File: config.mk
export PLATFORM = sky130hd
export DESIGN_NAME = hsv_to_rgb_converter_core
export DESIGN_NICKNAME = d
export VERILOG_FILES = /design/src/rtl/hsvrgb_pkg.sv /design/src/rtl/hsv_to_rgb_converter_core.sv
export SDC_FILE = /design/constraint.sdc
export NUM_CORES = 1
export LEC_CHECK = 0
export ABC_AREA = 1
export BUFFER_PORTS_ARGS = -buffer_cell sky130_fd_sc_hd__buf_2
export CORE_ASPECT_RATIO = 1.4
export CORE_UTILIZATION = 55
export DETAILED_ROUTE_END_ITERATION = 12
export HOLD_SLACK_MARGIN = 0.06
export PLACE_DENSITY_LB_ADDON = 0.08
export SLEW_MARGIN = 30
export SYNTH_ARGS = -nofsm -noshare
export SYNTH_HDL_FRONTEND = slang
export SYNTH_SLANG_ARGS = --single-unit
File: constraint.sdc
create_clock -name aclk -period 7.85 [get_ports aclk]
set_input_delay 0.3925 -clock aclk [delete_from_list [all_inputs] [get_ports aclk]]
set_output_delay 0.3925 -clock aclk [all_outputs]
set_load 0.05 [all_outputs]
File: src/rtl/hsvrgb_pkg.sv
// Shared constants and helpers for the HSV to RGB pixel converter.
// Standalone package; used by hsv_to_rgb_converter_core.
`timescale 1ns / 1ps

package hsvrgb_pkg;

    localparam int HUE_W   = 16;
    localparam int LEVEL_W = 8;
    localparam int FRAC_W  = 16;
    localparam int SEC_W   = 3;
    localparam int PROD_W  = LEVEL_W + FRAC_W;       // s*f and the q/t numerators
    localparam int WIDE_W  = LEVEL_W + PROD_W;       // v times a numerator
    localparam int MID_W   = 2 * LEVEL_W;            // v*(255-s) and the scaled-down products

    localparam int IN_TDATA_W  = HUE_W + 2 * LEVEL_W;
    localparam int OUT_TDATA_W = 3 * LEVEL_W;

    localparam logic [LEVEL_W-1:0] FULL_LEVEL = 8'd255;
    // 255 * 65536: full level in the fraction scale
    localparam logic [PROD_W-1:0]  FULL_SCALED = {FULL_LEVEL, {FRAC_W{1'b0}}};

    // Color wheel sectors, one sixth of a turn each
    localparam logic [SEC_W-1:0] SEC_RED_YELLOW     = 3'd0;
    localparam logic [SEC_W-1:0] SEC_YELLOW_GREEN   = 3'd1;
    localparam logic [SEC_W-1:0] SEC_GREEN_CYAN     = 3'd2;
    localparam logic [SEC_W-1:0] SEC_CYAN_BLUE      = 3'd3;
    localparam logic [SEC_W-1:0] SEC_BLUE_MAGENTA   = 3'd4;
    localparam logic [SEC_W-1:0] SEC_MAGENTA_RED    = 3'd5;

    // Floor division by 255 for x <= 255*255.
    // Estimate by x*(1+1/256)/256, which is low by at most one, then correct.
    function automatic logic [LEVEL_W-1:0] div255(input logic [MID_W-1:0] x);
        logic [MID_W:0]   est_sum;
        logic [LEVEL_W:0] est;
        logic [MID_W:0]   rem;
        est_sum = {1'b0, x} + {{(LEVEL_W + 1){1'b0}}, x[MID_W-1:LEVEL_W]};
        est     = est_sum[MID_W:LEVEL_W];
        rem     = {1'b0, x} - (({{LEVEL_W{1'b0}}, est} << LEVEL_W)
                                - {{LEVEL_W{1'b0}}, est});
        if (rem >= {{(LEVEL_W + 1){1'b0}}, FULL_LEVEL}) begin
            est = est + {{LEVEL_W{1'b0}}, 1'b1};
        end
        return est[LEVEL_W-1:0];
    endfunction

endpackage

File: src/rtl/hsv_to_rgb_converter_core.sv
// Channel  | dir | tdata fields (low bit up)                      | handshake
// s_       | in  | hue[15:0], saturation[23:16], brightness[31:24] | s_tvalid/s_tready
// m_       | out | red[7:0], green[15:8], blue[23:16]              | m_tvalid/m_tready
//
// Four register stages; one pixel enters per clock while s_tready is high. Stage 1
// scales the hue and forms v*(255-s), stage 2 forms s*f and the divide for p,
// stage 3 the two v-products, stage 4 the divides for q and t and the sector
// select. Each stage holds when the one after it is full and stalled, so s_tready
// falls only when all four stages hold data and m_tready is low.
// Synchronous active-low reset clears the valid bits; data registers are not reset.
// Depends on hsvrgb_pkg.
`timescale 1ns / 1ps

module hsv_to_rgb_converter_core (
    input  logic                                 aclk,
    input  logic                                 aresetn,
    input  logic                                 s_tvalid,
    output logic                                 s_tready,
    input  logic [hsvrgb_pkg::IN_TDATA_W-1:0]    s_tdata,   // hue, saturation, brightness
    output logic                                 m_tvalid,
    input  logic                                 m_tready,
    output logic [hsvrgb_pkg::OUT_TDATA_W-1:0]   m_tdata    // red, green, blue
);

    localparam int LW = hsvrgb_pkg::LEVEL_W;
    localparam int FW = hsvrgb_pkg::FRAC_W;
    localparam int SW = hsvrgb_pkg::SEC_W;
    localparam int PW = hsvrgb_pkg::PROD_W;
    localparam int WW = hsvrgb_pkg::WIDE_W;
    localparam int MW = hsvrgb_pkg::MID_W;
    localparam int HW = hsvrgb_pkg::HUE_W;

    // Stage valid bits and advance enables
    logic s1_valid_reg, s2_valid_reg, s3_valid_reg, s4_valid_reg;
    logic en1, en2, en3, en4;

    assign en4      = !s4_valid_reg || m_tready;
    assign en3      = !s3_valid_reg || en4;
    assign en2      = !s2_valid_reg || en3;
    assign en1      = !s1_valid_reg || en2;
    assign s_tready = en1;

    always_ff @(posedge aclk) begin
        if (!aresetn) begin
            s1_valid_reg <= 1'b0;
            s2_valid_reg <= 1'b0;
            s3_valid_reg <= 1'b0;
            s4_valid_reg <= 1'b0;
        end else begin
            if (en1) s1_valid_reg <= s_tvalid;
            if (en2) s2_valid_reg <= s1_valid_reg;
            if (en3) s3_valid_reg <= s2_valid_reg;
            if (en4) s4_valid_reg <= s3_valid_reg;
        end
    end

    // ---------------- Stage 1: hue*6 split, v*(255-s) ----------------
    logic [HW-1:0]   in_hue;
    logic [LW-1:0]   in_sat, in_bright;
    logic [HW+2:0]   hue6;
    logic [SW-1:0]   sec1_next, sec1_reg;
    logic [FW-1:0]   frac1_next, frac1_reg;
    logic [LW-1:0]   sat1_reg, bright1_reg;
    logic [MW-1:0]   pnum1_next, pnum1_reg;

    assign in_hue    = s_tdata[HW-1:0];
    assign in_sat    = s_tdata[HW+LW-1:HW];
    assign in_bright = s_tdata[HW+2*LW-1:HW+LW];

    assign hue6       = {1'b0, in_hue, 2'b00} + {2'b00, in_hue, 1'b0};
    assign sec1_next  = hue6[HW+2:FW];
    assign frac1_next = hue6[FW-1:0];
    assign pnum1_next = MW'(in_bright) * MW'(hsvrgb_pkg::FULL_LEVEL - in_sat);

    always_ff @(posedge aclk) begin
        if (en1) begin
            sec1_reg    <= sec1_next;
            frac1_reg   <= frac1_next;
            sat1_reg    <= in_sat;
            bright1_reg <= in_bright;
            pnum1_reg   <= pnum1_next;
        end
    end

    // ---------------- Stage 2: s*f, numerators, p ----------------
    logic [PW-1:0]   sf2;
    logic [PW-1:0]   qnum2_next, qnum2_reg;
    logic [PW-1:0]   tnum2_next, tnum2_reg;
    logic [LW-1:0]   p2_next, p2_reg;
    logic [SW-1:0]   sec2_reg;
    logic [LW-1:0]   bright2_reg;

    assign sf2        = PW'(sat1_reg) * PW'(frac1_reg);
    // q numerator: 255*65536 - s*f; t numerator: (255-s)*65536 + s*f
    assign qnum2_next = hsvrgb_pkg::FULL_SCALED - sf2;
    assign tnum2_next = {hsvrgb_pkg::FULL_LEVEL - sat1_reg, {FW{1'b0}}} + sf2;
    assign p2_next    = hsvrgb_pkg::div255(pnum1_reg);

    always_ff @(posedge aclk) begin
        if (en2) begin
            qnum2_reg   <= qnum2_next;
            tnum2_reg   <= tnum2_next;
            p2_reg      <= p2_next;
            sec2_reg    <= sec1_reg;
            bright2_reg <= bright1_reg;
        end
    end

    // ---------------- Stage 3: v times numerators, drop fraction ----------------
    logic [WW-1:0]   qprod3, tprod3;
    logic [MW-1:0]   qmid3_reg, tmid3_reg;
    logic [LW-1:0]   p3_reg, bright3_reg;
    logic [SW-1:0]   sec3_reg;

    assign qprod3 = WW'(bright2_reg) * WW'(qnum2_reg);
    assign tprod3 = WW'(bright2_reg) * WW'(tnum2_reg);

    always_ff @(posedge aclk) begin
        if (en3) begin
            qmid3_reg   <= qprod3[WW-1:FW];
            tmid3_reg   <= tprod3[WW-1:FW];
            p3_reg      <= p2_reg;
            bright3_reg <= bright2_reg;
            sec3_reg    <= sec2_reg;
        end
    end

    // ---------------- Stage 4: q, t and sector select ----------------
    logic [LW-1:0] q4, t4;
    logic [LW-1:0] red_next, green_next, blue_next;
    logic [LW-1:0] red_reg, green_reg, blue_reg;

    assign q4 = hsvrgb_pkg::div255(qmid3_reg);
    assign t4 = hsvrgb_pkg::div255(tmid3_reg);

    always_comb begin
        case (sec3_reg)
            hsvrgb_pkg::SEC_RED_YELLOW: begin
                red_next = bright3_reg; green_next = t4;          blue_next = p3_reg;
            end
            hsvrgb_pkg::SEC_YELLOW_GREEN: begin
                red_next = q4;          green_next = bright3_reg; blue_next = p3_reg;
            end
            hsvrgb_pkg::SEC_GREEN_CYAN: begin
                red_next = p3_reg;      green_next = bright3_reg; blue_next = t4;
            end
            hsvrgb_pkg::SEC_CYAN_BLUE: begin
                red_next = p3_reg;      green_next = q4;          blue_next = bright3_reg;
            end
            hsvrgb_pkg::SEC_BLUE_MAGENTA: begin
                red_next = t4;          green_next = p3_reg;      blue_next = bright3_reg;
            end
            hsvrgb_pkg::SEC_MAGENTA_RED: begin
                red_next = bright3_reg; green_next = p3_reg;      blue_next = q4;
            end
            default: begin
                red_next = bright3_reg; green_next = p3_reg;      blue_next = q4;
            end
        endcase
    end

    always_ff @(posedge aclk) begin
        if (en4) begin
            red_reg   <= red_next;
            green_reg <= green_next;
            blue_reg  <= blue_next;
        end
    end

    assign m_tvalid = s4_valid_reg;
    assign m_tdata  = {blue_reg, green_reg, red_reg};

    // ---------------- Assertions ----------------
    // A transfer reaches the output when nothing stalls
    a_latency: assert property (@(posedge aclk) disable iff (!aresetn)
        (s_tvalid && s_tready && m_tready) ##1 m_tready ##1 m_tready |=> ##1 m_tvalid)
        else $error("pixel did not reach output on an unstalled pipeline");

    // Input backpressure only when every stage is full and the output is stalled
    a_full_stall: assert property (@(posedge aclk) disable iff (!aresetn)
        !s_tready |-> (s1_valid_reg && s2_valid_reg && s3_valid_reg
                       && s4_valid_reg && !m_tready))
        else $error("input stalled while a stage was free");

    // The p, q and t levels never exceed brightness
    a_level_bound: assert property (@(posedge aclk) disable iff (!aresetn)
        s3_valid_reg |-> (q4 <= bright3_reg && t4 <= bright3_reg
                          && p3_reg <= bright3_reg))
        else $error("color level above brightness");

endmodule
Word-level counts from Yosys, hierarchy flattened
Cells that the tools add are included.
- register bits after elaboration: 197
- logic and storage cells: 69
- output and inout bits: 26
- bits of input ports: 36
- $mul: 4
- multiplexer cells: 6
- order comparisons: 3
- equal/unequal tests: 4
- add/sub/neg operators: 17
- reductions and logical operators: 13
- operators by type and width (cell ; count):
    $pmux 8 s3 ; 3
    $mul 8x24->32 ; 2
    $add 16x8->17 ; 3
    $ge 17x8->1 const B ; 3
    $sub 16x17->17 ; 3
    $sub 17x9->17 ; 3
    $add 24x24->24 ; 1
    $add 8x1->8 const B ; 3
    $mul 8x16->24 ; 1
    $mux 8 ; 3
    $sub 24x24->24 const A ; 1
    $add 18x17->19 ; 1
    $mul 9x9->16 ; 1
    $sub 8x8->9 const A ; 1
    $reduce_or 2->1 ; 4
    $sub 8x8->8 const A ; 1
    $eq 3x2->1 const B ; 2
    $logic_not 1->1 ; 4
    $logic_or 1x1->1 ; 4
    $eq 3x1->1 const B ; 1
    $eq 3x3->1 const B ; 1
    $logic_not 3->1 ; 1

Logic depth before layout (Yosys ltp)
- depth in word-level cells: 6
- mapped depth: 38
- mapped depth without buffers: 38

Least setup slack after synthesis
Ideal clock, no wire load.
- path kind: reg2reg
- start point: register sat1_reg[7]
- end point: register tnum2_reg[23] (data pin)
- path slack: 2045 ps
- path buffers: 2
- cell stages (with the launch flop): 28
- setup time: 265 ps
- period minus slack after synthesis: 5805 ps
- arrival: 5540 ps
- cells stage by stage: edfxtp_1 clkbuf_1 clkbuf_1 nand2_1 fa_1 inv_1 fa_1 inv_1 fa_1 fa_1 inv_1 ha_1 nand2_2 nor2_2 inv_2 nor2_1 nor2_1 a21o_1 nand2_2 ha_1 a21oi_1 nand2_1 a21o_1 a21oi_1 o21ai_0 a21oi_1 xnor2_1 xor2_1
- word-level cells in the longest chain between the ends: 2
- elaborated cells between the ends (all ways): 3
- those cells by class: add/sub (2); mul (1)
- ends and longest elaborated chain (item ; RTL line ; source):
    start: declaration ; hsv_to_rgb_converter_core.sv:63 ; logic [LW-1:0] sat1_reg, bright1_reg;
    start signal: assignment ; hsv_to_rgb_converter_core.sv:79 ; sat1_reg <= in_sat;
    $mul 8x16->24 / $sub 8x8->8 (equally long branches) ; hsv_to_rgb_converter_core.sv:93, hsv_to_rgb_converter_core.sv:96 ;
    $add 24x24->24 (*) ; hsv_to_rgb_converter_core.sv:96 ; assign tnum2_next = {hsvrgb_pkg::FULL_LEVEL - sat1_reg, {FW{1'b0}}} + sf2;
    named net tnum2_next[23] ; hsv_to_rgb_converter_core.sv:88 ; logic [PW-1:0] tnum2_next, tnum2_reg;
    end signal: assignment ; hsv_to_rgb_converter_core.sv:102 ; tnum2_reg <= tnum2_next;
    end: declaration ; hsv_to_rgb_converter_core.sv:88 ;
Mark *: on every way through the listed nets, which the timed path passes. The rest lies on a longest branch.
A chain may end at the register's enable or synchronous reset.

Worst setup path after layout
Same ends and word-level chain as after synthesis.

==> flow_metrics.tcl <==
set metrics [dict create \
    status "finished clean" \
    start_util_pct 55.8 \
    dpl_cell_area_um2 31100 \
    hp-class "input port to flip-flop" \
    cts_root_buf "clkbuf_16" \
    syn_area_um2 30300 \
    crit_path_end_kind "flip-flop" \
    tritoncts "built" \
    synthToLayoutAreaGrowth_pct 4.60 \
    async_flop_share_pct 0 \
    grt_setup_unrepaired "false" \
    hold_viol 0 \
    drtIter0Drc 1113 \
    slowest_delay_ps 740 \
    vias_per_cell 5.16 \
    slew_violations 0 \
    core-area_um2 54300 \
    cts_resized 0 \
    io_pins 62 \
    antenna_left 0 \
    htreeDepth 4 \
    cts.clk_slew.worst_paths_ps 80 \
    synth_ff_type "edfxtp_1" \
    ys_types 64 \
    syn_nets 4593 \
    cts_made_buffers 17 \
    detail_route.wl_per_cell_um 15.2 \
    synth_warnings 0 \
    clock-sinks 193 \
    num_vias 23700 \
    drt_pass1_iterations 6 \
    die_w_um 200 \
    slew_headroom_pct 35.2 \
    startpoint_type "flip-flop" \
    largest_register_ffs 23 \
    yosysSeqAreaShare_pct 19.0 \
    avgSynthCellArea_um2 7.82 \
    gp_congestion 0.907 \
    setup_tns_ps 0 \
    clk_latency_ps 470 \
    tightest_slew_ps 964 \
    critPathMostFrequentCell "fa_1" \
    cp_cell_sequence "nand2_1 -> fa_1 -> inv_1 -> fa_1 -> inv_1 -> fa_1 -> fa_1 -> inv_1 -> ha_1 -> nand2_2 -> o21ai_0 -> nor2_1 -> a21o_1 -> nand2_2 -> ha_1 -> a21oi_1 -> nand2_1 -> a21o_1 -> a21oi_1 -> o21ai_0 -> a21oi_1 -> xnor2_1 -> xor2_1" \
    antenna_found_initial 1 \
    overflow 0 \
    totalWireLength_um 69500 \
    cts_setup_buffers 0 \
    clockBufferDepth 2 \
    postCtsHoldBufs 0 \
    die_y_um 280 \
    drc 0 \
    fin_worst_skew_ps 14.5 \
    final_cells 4583 \
    grt_pass1_vias 25000 \
    min_period_ps 6060 \
    dpl.hpwl_um 58200 \
    cp_max_fo 16 \
    final_nets 4567 \
    ys_ff_latch 193 \
    crit_type "flip-flop to flip-flop" \
    grt_max_degree 65 \
    io_buffers 61 \
    finalInstanceArea_um2 31700 \
    synth_cells 3874 \
    post_route_cells_drive_above_1_share_pct 4.66 \
    setup_violations 0 \
    place_inst 4549 \
    arrival_ps 6290 \
    slowest_stage "edfxtp_1" \
    max_cap_viol_count 0 \
    ys_top_cells_by_area "fa_1 24%, edfxtp_1 19%, ha_1 13%" \
    ff2ff_setup_slack_ps 1790 \
    rows 101 \
    synth_top_cell_area_share_pct 24.2 \
    synth_edf_count 189 \
    fmax_mhz 165 \
    crit_required_ps 8070 \
    fin_crit_sh_pct 77.2 \
    die-area_um2 56000 \
    track_usage_pct 26.2 \
    synth_top_area_cell "fa_1" \
    grt_pass1_wl_um 118000 \
]
==> layer usage <==
| layer | up-vias | wire [um] | global-route usage, % |
|---|---|---|---|
| li1 | 11800 | - | - |
| met1 | 11300 | 27400 | 28.6 |
| met2 | 452 | 37700 | 51.4 |
| met3 | 145 | 1910 | 2.45 |
| met4 | 0 | 2510 | 10.8 |
| met5 | - | 0 | 0 |
==> stage by stage <==
step,setup WS (ps),util (%),hold slack [ps]
6_report,1790,58.3,150
5_1_grt,1350,58.3,141
4_1_cts,1770,58.3,128
3_5_place_dp,1800,57.3,405
3_3_place_gp,1810,57.2,402
2_1_floorplan,2050,-,400
==> cells in the final DEF (no fill, tap or decap), types with 14 or more instances in the layout <==
master	instances
buf_4	14
xnor2_1	48
nand2_2	16
nor3_1	20
fa_1	367
o21ai_0	68
nand3_1	139
edfxtp_1	189
clkbuf_16	17
xor2_1	80
a21oi_1	157
nor2_1	200
ha_1	316
buf_2	61
nor2_2	16
inv_1	910
nand2_1	1021
nand4_1	57
==> critical path: cells and delay by family, from the launching register on <==
| kind | cells | cell delay [ps] |
|---|---|---|
| XOR/XNOR | 2 | 250 |
| AO/OA/AOI/OAI | 7 | 1220 |
| flip-flops | 1 | 740 |
| buffers and inverters | 3 | 140 |
| AND/OR/NAND/NOR | 5 | 590 |
| adder cells (fa/ha/maj) | 6 | 2850 |
==> final cells by class <==
type / count / area [um2]
Timing Repair Buffer: 77 / 433
Tap cell: 721 / 902
Inverter: 919 / 3450
Fill cell: 5211 / 22600
Multi-Input combinational cell: 2640 / 20600
Clock inverter: 15 / 143
Clock buffer: 17 / 425
Antenna cell: 1 / 2.50
Sequential cell: 193 / 5760
==> cells by family after synthesis <==
| kind of cell | synth area share (%) |
|---|---|
| AO/OA/AOI/OAI | 5.68 |
| flip-flops | 19.0 |
| AND/OR/NAND/NOR | 20.9 |
| XOR/XNOR | 4.10 |
| buffers and inverters | 13.1 |
| adder cells (fa/ha/maj) | 37.3 |
==> cells in the mapped netlist (15+ instances only) <==
cell and count:
edfxtp_1 189, a21oi_1 157, nand2_1 1022, nand4_1 57, nor3_1 20, xnor2_1 48
o21ai_0 68, inv_1 913, nor2_1 200, nand2_2 15, clkbuf_1 80, ha_1 316
nor2_2 16, xor2_1 80, fa_1 367, clkbuf_2 29, nand3_1 139
==> final timing paths <==
| check | start | endpoint | depth (start not counted) |
|---|---|---|---|
| setup / recovery | sat1_reg[7]$_DFFE_PP_ | tnum2_reg[23]$_DFFE_PP_ | 23 |
| hold / removal | s_tvalid | s1_valid_reg$_SDFFE_PN0P_ | 3 |
| setup reg to reg | sat1_reg[7]$_DFFE_PP_ | tnum2_reg[23]$_DFFE_PP_ | 23 |
| hold reg to reg | bright1_reg[7]$_DFFE_PP_ | bright2_reg[7]$_DFFE_PP_ | 0 |
Power is left out: the tool's default activity adds up to more than one toggle a clock period on the data nets, which glitch-free logic cannot reach.
